## src/rtl/core/prdq_pkg.sv

```systemverilog
// prdq_pkg: shared constants, status codes, controller states and the
// command/status bundles between the controller and the datapath.
// no dependencies.
package prdq_pkg;

    localparam int MAX_PENDING_DEF = 8;
    localparam int QUEUE_DEPTH_DEF = 8;
    localparam int ID_W            = 16;
    localparam int KEY_W           = 2 * ID_W;
    localparam int REQ_W           = 4 * ID_W;
    localparam int CNT_W           = 32;
    localparam int OCC_W           = 4;
    localparam int STATUS_W        = 3;
    localparam int CMP_W           = 8;

    typedef enum logic [STATUS_W-1:0] {
        ST_ACCEPTED  = 3'd0,
        ST_INVALID   = 3'd1,
        ST_DUPLICATE = 3'd2,
        ST_FULL      = 3'd3,
        ST_QFAIL     = 3'd4,
        ST_CONSUMED  = 3'd5,
        ST_EMPTY     = 3'd6
    } status_t;

    typedef enum logic [2:0] {
        S_IDLE,
        S_DECIDE,
        S_SCAN,
        S_ADMIT,
        S_POP,
        S_DONE
    } state_t;

    typedef struct packed {
        logic    load;
        logic    rd_head;
        logic    rd_scan;
        logic    inc_req;
        logic    inc_sup;
        logic    push;
        logic    pop;
        logic    st_we;
        status_t st_code;
        logic    out_load;
    } ctrl_cmd_t;

    typedef struct packed {
        logic mode;
        logic invalid;
        logic fill_zero;
        logic scan_last;
        logic match;
        logic pend_full;
        logic queue_full;
    } dp_stat_t;

endpackage

```

## src/rtl/core/prdq_ctrl.sv

```systemverilog
// prdq_ctrl: sequencing state machine for one word at a time
// and the result valid flag. depends on prdq_pkg.
module prdq_ctrl
    import prdq_pkg::*;
(
    input  logic      clk,
    input  logic      rst_n,
    input  logic      in_valid,
    output logic      in_ready,
    output logic      out_valid,
    input  logic      out_ready,
    input  dp_stat_t  stat,
    output ctrl_cmd_t cmd
);

    state_t state_reg;
    state_t state_next;
    logic   out_valid_reg;
    logic   out_valid_next;

    always_ff @(posedge clk or negedge rst_n)
    begin
        if (!rst_n)
        begin
            state_reg     <= S_IDLE;
            out_valid_reg <= 1'b0;
        end
        else
        begin
            state_reg     <= state_next;
            out_valid_reg <= out_valid_next;
        end
    end

    always_comb
    begin
        state_next = state_reg;
        case (state_reg)
            S_IDLE:
            begin
                if (in_valid)
                begin
                    state_next = S_DECIDE;
                end
            end
            S_DECIDE:
            begin
                if (stat.mode)
                begin
                    state_next = stat.fill_zero ? S_DONE : S_POP;
                end
                else if (stat.invalid)
                begin
                    state_next = S_DONE;
                end
                else
                begin
                    state_next = stat.fill_zero ? S_ADMIT : S_SCAN;
                end
            end
            S_SCAN:
            begin
                if (stat.match)
                begin
                    state_next = S_DONE;
                end
                else if (stat.scan_last)
                begin
                    state_next = S_ADMIT;
                end
            end
            S_ADMIT: state_next = S_DONE;
            S_POP:   state_next = S_DONE;
            S_DONE:
            begin
                if (!out_valid_reg || out_ready)
                begin
                    state_next = S_IDLE;
                end
            end
            default: state_next = S_IDLE;
        endcase
    end

    always_comb
    begin
        cmd      = '0;
        cmd.st_code = ST_ACCEPTED;
        in_ready = 1'b0;
        case (state_reg)
            S_IDLE:
            begin
                in_ready = 1'b1;
                cmd.load = in_valid;
            end
            S_DECIDE:
            begin
                if (stat.mode)
                begin
                    if (stat.fill_zero)
                    begin
                        cmd.st_we   = 1'b1;
                        cmd.st_code = ST_EMPTY;
                    end
                    else
                    begin
                        cmd.rd_head = 1'b1;
                    end
                end
                else if (stat.invalid)
                begin
                    cmd.st_we   = 1'b1;
                    cmd.st_code = ST_INVALID;
                end
                else
                begin
                    cmd.inc_req = 1'b1;
                    cmd.rd_head = !stat.fill_zero;
                end
            end
            S_SCAN:
            begin
                if (stat.match)
                begin
                    cmd.inc_sup = 1'b1;
                    cmd.st_we   = 1'b1;
                    cmd.st_code = ST_DUPLICATE;
                end
                else if (!stat.scan_last)
                begin
                    cmd.rd_scan = 1'b1;
                end
            end
            S_ADMIT:
            begin
                cmd.st_we = 1'b1;
                if (stat.pend_full)
                begin
                    cmd.st_code = ST_FULL;
                end
                else if (stat.queue_full)
                begin
                    cmd.st_code = ST_QFAIL;
                end
                else
                begin
                    cmd.push    = 1'b1;
                    cmd.st_code = ST_ACCEPTED;
                end
            end
            S_POP:
            begin
                cmd.pop     = 1'b1;
                cmd.st_we   = 1'b1;
                cmd.st_code = ST_CONSUMED;
            end
            S_DONE:
            begin
                cmd.out_load = !out_valid_reg || out_ready;
            end
            default:
            begin
                in_ready = 1'b0;
            end
        endcase
    end

    always_comb
    begin
        if (cmd.out_load)
        begin
            out_valid_next = 1'b1;
        end
        else if (out_ready)
        begin
            out_valid_next = 1'b0;
        end
        else
        begin
            out_valid_next = out_valid_reg;
        end
    end

    assign out_valid = out_valid_reg;

endmodule

```

## src/rtl/core/prdq_datapath.sv

```systemverilog
// prdq_datapath: request capture, queue store with one read and one write
// port, serial destination match, counters and result register. depends on prdq_pkg.
module prdq_datapath
    import prdq_pkg::*;
#(
    parameter int MAX_PENDING = MAX_PENDING_DEF,
    parameter int QUEUE_DEPTH = QUEUE_DEPTH_DEF
)
(
    input  logic              clk,
    input  logic              rst_n,
    input  logic              cfg_valid,
    input  logic              cfg_data,
    input  logic              mode,
    input  logic [ID_W-1:0]   dest_network,
    input  logic [ID_W-1:0]   dest_node,
    input  logic [ID_W-1:0]   hop_network,
    input  logic [ID_W-1:0]   hop_node,
    input  ctrl_cmd_t         cmd,
    output dp_stat_t          stat,
    output logic [STATUS_W-1:0] status,
    output logic [ID_W-1:0]   out_dest_network,
    output logic [ID_W-1:0]   out_dest_node,
    output logic [ID_W-1:0]   out_hop_network,
    output logic [ID_W-1:0]   out_hop_node,
    output logic [OCC_W-1:0]  occupancy,
    output logic [CNT_W-1:0]  total_requests,
    output logic [CNT_W-1:0]  total_suppressed,
    output logic [CNT_W-1:0]  total_consumed
);

    localparam int PTR_W  = (QUEUE_DEPTH > 1) ? $clog2(QUEUE_DEPTH) : 1;
    localparam int FILL_W = $clog2(QUEUE_DEPTH + 1);
    localparam logic [PTR_W-1:0] PTR_LAST = PTR_W'(QUEUE_DEPTH - 1);

    function automatic logic [PTR_W-1:0] ptr_inc(input logic [PTR_W-1:0] p);
        ptr_inc = (p == PTR_LAST) ? '0 : p + 1'b1;
    endfunction

    logic                enabled_reg;
    logic                enabled_next;
    logic                mode_reg;
    logic                mode_next;
    logic [REQ_W-1:0]    req_reg;
    logic [REQ_W-1:0]    req_next;
    logic [REQ_W-1:0]    shown_reg;
    logic [REQ_W-1:0]    shown_next;
    logic [REQ_W-1:0]    mem [QUEUE_DEPTH];
    logic [REQ_W-1:0]    rd_data_reg;
    logic [PTR_W-1:0]    rd_addr;
    logic [PTR_W-1:0]    head_reg;
    logic [PTR_W-1:0]    head_next;
    logic [PTR_W-1:0]    tail_reg;
    logic [PTR_W-1:0]    tail_next;
    logic [FILL_W-1:0]   fill_reg;
    logic [FILL_W-1:0]   fill_next;
    logic [PTR_W-1:0]    scan_ptr_reg;
    logic [PTR_W-1:0]    scan_ptr_next;
    logic [FILL_W-1:0]   scan_cnt_reg;
    logic [FILL_W-1:0]   scan_cnt_next;
    logic [CNT_W-1:0]    req_cnt_reg;
    logic [CNT_W-1:0]    req_cnt_next;
    logic [CNT_W-1:0]    sup_cnt_reg;
    logic [CNT_W-1:0]    sup_cnt_next;
    logic [CNT_W-1:0]    con_cnt_reg;
    logic [CNT_W-1:0]    con_cnt_next;
    status_t             st_reg;
    status_t             st_next;
    status_t             out_st_reg;
    status_t             out_st_next;
    logic [REQ_W-1:0]    out_req_reg;
    logic [REQ_W-1:0]    out_req_next;
    logic [OCC_W-1:0]    out_occ_reg;
    logic [OCC_W-1:0]    out_occ_next;
    logic [CNT_W-1:0]    out_req_cnt_reg;
    logic [CNT_W-1:0]    out_req_cnt_next;
    logic [CNT_W-1:0]    out_sup_cnt_reg;
    logic [CNT_W-1:0]    out_sup_cnt_next;
    logic [CNT_W-1:0]    out_con_cnt_reg;
    logic [CNT_W-1:0]    out_con_cnt_next;

    // request layout: dest network, dest node, hop network, hop node
    assign stat.mode       = mode_reg;
    assign stat.invalid    = !enabled_reg
                           || (req_reg[4*ID_W-1:3*ID_W] == '0)
                           || (req_reg[3*ID_W-1:2*ID_W] == '0)
                           || (req_reg[2*ID_W-1:ID_W] == '0)
                           || (req_reg[ID_W-1:0] == '0);
    assign stat.fill_zero  = (fill_reg == '0);
    assign stat.scan_last  = (scan_cnt_reg == fill_reg);
    assign stat.match      = (rd_data_reg[REQ_W-1:REQ_W-KEY_W] == req_reg[REQ_W-1:REQ_W-KEY_W]);
    assign stat.pend_full  = (CMP_W'(fill_reg) >= CMP_W'(MAX_PENDING));
    assign stat.queue_full = (CMP_W'(fill_reg) >= CMP_W'(QUEUE_DEPTH));

    assign rd_addr = cmd.rd_head ? head_reg : scan_ptr_reg;

    always_ff @(posedge clk)
    begin
        if (cmd.push)
        begin
            mem[tail_reg] <= req_reg;
        end
        if (cmd.rd_head || cmd.rd_scan)
        begin
            rd_data_reg <= mem[rd_addr];
        end
    end

    always_comb
    begin
        enabled_next     = cfg_valid ? cfg_data : enabled_reg;
        mode_next        = cmd.load ? mode : mode_reg;
        req_next         = cmd.load ? {dest_network, dest_node, hop_network, hop_node}
                                    : req_reg;
        shown_next       = shown_reg;
        head_next        = head_reg;
        tail_next        = tail_reg;
        fill_next        = fill_reg;
        scan_ptr_next    = scan_ptr_reg;
        scan_cnt_next    = scan_cnt_reg;
        req_cnt_next     = cmd.inc_req ? req_cnt_reg + 1'b1 : req_cnt_reg;
        sup_cnt_next     = cmd.inc_sup ? sup_cnt_reg + 1'b1 : sup_cnt_reg;
        con_cnt_next     = cmd.pop ? con_cnt_reg + 1'b1 : con_cnt_reg;
        st_next          = cmd.st_we ? cmd.st_code : st_reg;
        if (cmd.load)
        begin
            shown_next = '0;
        end
        if (cmd.rd_head)
        begin
            scan_ptr_next = ptr_inc(head_reg);
            scan_cnt_next = FILL_W'(1);
        end
        else if (cmd.rd_scan)
        begin
            scan_ptr_next = ptr_inc(scan_ptr_reg);
            scan_cnt_next = scan_cnt_reg + 1'b1;
        end
        if (cmd.push)
        begin
            tail_next = ptr_inc(tail_reg);
            fill_next = fill_reg + 1'b1;
        end
        else if (cmd.pop)
        begin
            head_next  = ptr_inc(head_reg);
            fill_next  = fill_reg - 1'b1;
            shown_next = rd_data_reg;
        end
    end

    always_comb
    begin
        out_st_next      = out_st_reg;
        out_req_next     = out_req_reg;
        out_occ_next     = out_occ_reg;
        out_req_cnt_next = out_req_cnt_reg;
        out_sup_cnt_next = out_sup_cnt_reg;
        out_con_cnt_next = out_con_cnt_reg;
        if (cmd.out_load)
        begin
            out_st_next      = st_reg;
            out_req_next     = shown_reg;
            out_occ_next     = OCC_W'(fill_reg);
            out_req_cnt_next = req_cnt_reg;
            out_sup_cnt_next = sup_cnt_reg;
            out_con_cnt_next = con_cnt_reg;
        end
    end

    always_ff @(posedge clk or negedge rst_n)
    begin
        if (!rst_n)
        begin
            enabled_reg  <= 1'b1;
            head_reg     <= '0;
            tail_reg     <= '0;
            fill_reg     <= '0;
            scan_ptr_reg <= '0;
            scan_cnt_reg <= '0;
            req_cnt_reg  <= '0;
            sup_cnt_reg  <= '0;
            con_cnt_reg  <= '0;
        end
        else
        begin
            enabled_reg  <= enabled_next;
            head_reg     <= head_next;
            tail_reg     <= tail_next;
            fill_reg     <= fill_next;
            scan_ptr_reg <= scan_ptr_next;
            scan_cnt_reg <= scan_cnt_next;
            req_cnt_reg  <= req_cnt_next;
            sup_cnt_reg  <= sup_cnt_next;
            con_cnt_reg  <= con_cnt_next;
        end
    end

    always_ff @(posedge clk)
    begin
        mode_reg        <= mode_next;
        req_reg         <= req_next;
        shown_reg       <= shown_next;
        st_reg          <= st_next;
        out_st_reg      <= out_st_next;
        out_req_reg     <= out_req_next;
        out_occ_reg     <= out_occ_next;
        out_req_cnt_reg <= out_req_cnt_next;
        out_sup_cnt_reg <= out_sup_cnt_next;
        out_con_cnt_reg <= out_con_cnt_next;
    end

    assign status           = out_st_reg;
    assign out_dest_network = out_req_reg[4*ID_W-1:3*ID_W];
    assign out_dest_node    = out_req_reg[3*ID_W-1:2*ID_W];
    assign out_hop_network  = out_req_reg[2*ID_W-1:ID_W];
    assign out_hop_node     = out_req_reg[ID_W-1:0];
    assign occupancy        = out_occ_reg;
    assign total_requests   = out_req_cnt_reg;
    assign total_suppressed = out_sup_cnt_reg;
    assign total_consumed   = out_con_cnt_reg;

endmodule

```

## src/rtl/core/pending_request_dedup_queue.sv

```systemverilog
// pending_request_dedup_queue: top level joining prdq_ctrl and prdq_datapath.
// depends on prdq_pkg, prdq_ctrl, prdq_datapath.
//
// Admits route repair requests into a queue of QUEUE_DEPTH entries while
// suppressing requests whose destination is already queued, and hands the
// queued requests out in order on consume words. One word is in work at a
// time. For a new request the destination is compared against one queued
// entry per cycle through the single read port of the queue store, and a
// duplicate stops the scan at the first hit. A consume reads the head entry
// and pops it; an invalid request or a consume on an empty queue goes
// straight to the result. The finished result sits in an output register,
// so the next word can be taken in the cycle after the result is loaded,
// while the result still waits. The enable register resets to 1;
// cfg_ready is always high.
module pending_request_dedup_queue
    import prdq_pkg::*;
#(
    parameter int MAX_PENDING = MAX_PENDING_DEF,
    parameter int QUEUE_DEPTH = QUEUE_DEPTH_DEF
)
(
    input  logic                clk,
    input  logic                rst_n,
    input  logic                cfg_valid,
    output logic                cfg_ready,
    input  logic                cfg_data,
    input  logic                in_valid,
    output logic                in_ready,
    input  logic                mode,
    input  logic [ID_W-1:0]     dest_network,
    input  logic [ID_W-1:0]     dest_node,
    input  logic [ID_W-1:0]     hop_network,
    input  logic [ID_W-1:0]     hop_node,
    output logic                out_valid,
    input  logic                out_ready,
    output logic [STATUS_W-1:0] status,
    output logic [ID_W-1:0]     out_dest_network,
    output logic [ID_W-1:0]     out_dest_node,
    output logic [ID_W-1:0]     out_hop_network,
    output logic [ID_W-1:0]     out_hop_node,
    output logic [OCC_W-1:0]    occupancy,
    output logic [CNT_W-1:0]    total_requests,
    output logic [CNT_W-1:0]    total_suppressed,
    output logic [CNT_W-1:0]    total_consumed
);

    ctrl_cmd_t cmd;
    dp_stat_t  stat;

    assign cfg_ready = 1'b1;

    prdq_ctrl u_ctrl (
        .clk       (clk),
        .rst_n     (rst_n),
        .in_valid  (in_valid),
        .in_ready  (in_ready),
        .out_valid (out_valid),
        .out_ready (out_ready),
        .stat      (stat),
        .cmd       (cmd)
    );

    prdq_datapath #(
        .MAX_PENDING (MAX_PENDING),
        .QUEUE_DEPTH (QUEUE_DEPTH)
    ) u_datapath (
        .clk              (clk),
        .rst_n            (rst_n),
        .cfg_valid        (cfg_valid),
        .cfg_data         (cfg_data),
        .mode             (mode),
        .dest_network     (dest_network),
        .dest_node        (dest_node),
        .hop_network      (hop_network),
        .hop_node         (hop_node),
        .cmd              (cmd),
        .stat             (stat),
        .status           (status),
        .out_dest_network (out_dest_network),
        .out_dest_node    (out_dest_node),
        .out_hop_network  (out_hop_network),
        .out_hop_node     (out_hop_node),
        .occupancy        (occupancy),
        .total_requests   (total_requests),
        .total_suppressed (total_suppressed),
        .total_consumed   (total_consumed)
    );

endmodule

```

## config.mk

```make
export PLATFORM = sky130hd
export DESIGN_NAME = pending_request_dedup_queue
export DESIGN_NICKNAME = d
export VERILOG_FILES = /design/src/rtl/core/prdq_pkg.sv /design/src/rtl/core/prdq_ctrl.sv /design/src/rtl/core/prdq_datapath.sv /design/src/rtl/core/pending_request_dedup_queue.sv
export SDC_FILE = /design/constraint.sdc
export NUM_CORES = 1
export LEC_CHECK = 0
export BUFFER_PORTS_ARGS = -buffer_cell sky130_fd_sc_hd__clkbuf_2
export CAP_MARGIN = 20
export CORE_UTILIZATION = 55
export CTS_BUF_LIST = sky130_fd_sc_hd__clkbuf_2 sky130_fd_sc_hd__clkbuf_4 sky130_fd_sc_hd__clkbuf_8
export DETAILED_ROUTE_END_ITERATION = 8
export PLACE_DENSITY_LB_ADDON = 0.08
export SYNTH_ARGS = -nofsm -noshare
export SYNTH_HDL_FRONTEND = slang
export SYNTH_SLANG_ARGS = --single-unit
export TNS_END_PERCENT = 5
```

## constraint.sdc

```tcl
create_clock -name clk -period 22.5 [get_ports clk]
set_input_delay 4.5 -clock clk [delete_from_list [all_inputs] [get_ports clk]]
set_output_delay 4.5 -clock clk [all_outputs]
set_load 0.05 [all_outputs]
```

==> flow_summary.yaml <==
run_status:
  status: "finished clean"
clock_network:
  cts_setup_buffers: 0
  ctsHtreeMaxLevel: 4
  clk_latency_ns: 0.78
  cts_root_buf: "clkbuf_8"
  cts_sinks: 993
  cts_tree: "done"
  path_clk_slew_ns: 0.06
  cts_hold_buf: 0
  cts_made_buffers: 155
  cts_resized: 0
  clock_path_buffers: 3
finish:
  largest_reg_flops: 512
  design_area_sq_um: 42400
  n_fill_cell: 4915
  top_register: "u_datapath.mem"
  fin_cells: 3676
  layout.nets: 2761
  synthToLayoutAreaGrowth_pct: 14.3
  final_layout_size_suffix_gt1_frac: 0.202
  multiInputGateArea_sq_um: 8000
  regArea_sq_um: 28600
yosys:
  synth_fp_nets: 2477
  seq_area_frac_synth: 0.770
  netlist_area_sq_um: 37100
  synth_cell_types: 50
  synth_seq_cells: 993
  synth_edf_count: 811
  synth-main-ff-cell: "edfxtp_1"
  yosysWarnings: 0
  ys_async_sr_fraction: 0.119
  synthCells: 2393
  syn_area_per_cell_sq_um: 15.5
drt:
  wl_per_cell_microns: 23.0
  finalWirelength_microns: 84500
  drc: 0
  via_per_inst: 5.90
  num_vias: 21686
  first_pass_iters: 5
  drt-initial-drc-count: 1985
  ant_nets: 0
timing:
  max_freq_ghz: 0.152
  final_max_slew_viol_count: 0
  clock_skew_ns: 0.0273
  max-slew-margin-rel: 0.294
  finalCritPeriodShare: 0.293
  tns_ns: 0
  finalSetupViolations: 0
  hold_violations: 0
  rsz0062_at_grt: "false"
  worst_pin_slew_ns: 1.06
  period_needed_ns: 6.59
placement:
  dp_cells: 3382
  portBuffers: 239
  placed_area_sq_um: 39200
  hpwl_microns: 45400
  gp_congestion: 0.815
floorplan:
  rows: 94
  die_w_microns: 262
  io_pins: 241
  initial_utilization: 0.560
  dieArea_sq_um: 68500
  core_area_sq_um: 66300
  die_y_microns: 262
worst_setup_path:
  end_kind: "output pin"
  required_ns: 18.00
  cpPeakStageDelay_ns: 0.56
  worstSetupStartpointType: "flop"
  crit_chain: "nor3_1 -> clkbuf_2"
  critPathSlowestCell: "dfrtp_1"
  worstSetupPathType: "flop to output pin"
  crit_family: "flip-flops"
  crit_fanout: 18
  crit_buf_inv: 1
  worstPathArrival_ns: 2.09
flow_run:
  maxCapViolations: 0
worst_hold_path:
  hold_path.class: "flop to flop"
global_routing:
  grt_max_degree: 257
  antenna_found_initial: 4
  grt_use_total: 0.248
  grt_pass1_vias: 20992
  overflow: 0
  grt_pass1_wl_microns: 127000
power:
  vdd_drop_max_mv: 0.107
  power_density_nw_per_um2: 134
  p_leak_uw: 0.0157
## routing by layer
metal | global-route usage | wire (microns) | vias to the layer above | share of wire
met1 | 0.357 | 37100 | 10896 | 0.44
li1 | - | - | 9853 | -
met3 | 0.0572 | 6350 | 117 | 0.075
met4 | 0.0843 | 1570 | 6 | 0.019
met5 | 0 | 35 | - | 0.00041
met2 | 0.376 | 39400 | 814 | 0.47
## area by class of cell
type | instances | share of cell area
tap | 864 | 0.0255
timing repair buffer | 271 | 0.0354
multi-input combinational | 1239 | 0.188
clock buffer | 241 | 0.0684
clock inverter | 49 | 0.00716
inverter | 17 | 0.00153
sequential | 993 | 0.674
antenna | 2 | 0.000118
## Yosys cell counts (6+ instances only)
cell	count	area (sq um)
nor3_1	18	90.1
a211oi_1	256	1920
and3_1	277	1730
dfrtp_1	117	2930
nor2_1	48	180
xor2_1	77	674
ha_1	12	150
nand4_1	24	150
and4_1	9	78.8
nand2_1	189	709
buf_2	14	70.1
edfxtp_1	811	24400
clkbuf_1	113	424
o21ai_0	13	65.1
dfxtp_1	64	1280
nor4_1	98	613
nand3_1	98	490
xnor2_1	57	499
and2_1	6	37.5
inv_1	17	63.8
buf_1	14	52.6
## layout by cell type (no fill, tap or decap), drive strengths merged, types with 41 or more instances in the layout
master / n
xnor2: 57
edfxtp: 811
nand3: 98
dfrtp: 117
nor4: 99
clkinv: 41
and3: 277
dfxtp: 64
nor2: 49
xor2: 77
a211oi: 256
nand2: 189
clkbuf: 479
## metrics by stage
stage / hold slack [ns] / worst slack [ns] / util / power (uW)
after floorplan: 0.400 / 9.82 / - / 3700
after global placement: 0.401 / 15.53 / 0.590 / 4130
after detailed placement: 0.405 / 15.47 / 0.591 / 4170
after CTS: 0.422 / 15.86 / 0.639 / 5700
after global routing: 0.430 / 15.79 / 0.640 / 5940
final: 0.423 / 15.91 / 0.640 / 5670
## power breakdown
group / total [uW] / internal, uW / leakage [uW] / switching [uW]
sequential: 2580 / 2390 / 0.00948 / 187
combinational: 1570 / 415 / 0.00452 / 1150
clock: 1530 / 855 / 0.00171 / 674
## kinds of logic (layout without fill, tap and decap cells)
group	count (synthesis)	after routing	share of synthesized area
flops	993	993	0.770
xor+xnor	134	134	0.0316
fa+ha+maj	13	13	0.00458
simple gates	792	792	0.115
mux	13	13	0.00472
other cells	1	3	0.000101
buf+inv	161	578	0.0172
compound gates	286	286	0.0570
## final timing paths
kind / depth (start not counted) / slack (ns) / to / start
min in group asynchronous: 1 / 3.73 / u_datapath.sup_cnt_reg[30] / rst_n
worst max-delay path: 2 / 15.91 / in_ready / u_ctrl.state_reg[1]
max in group asynchronous: 2 / 17.34 / u_datapath.req_cnt_reg[1] / rst_n
worst min-delay path: 0 / 0.42 / u_datapath.status[0] / u_datapath.st_reg[0]
worst max register to register: 8 / 17.48 / u_datapath.rd_data_reg[4] / u_datapath.req_reg[47]
worst min register to register: 0 / 0.42 / u_datapath.status[0] / u_datapath.st_reg[0]
(Power assumes the default switching activity.)
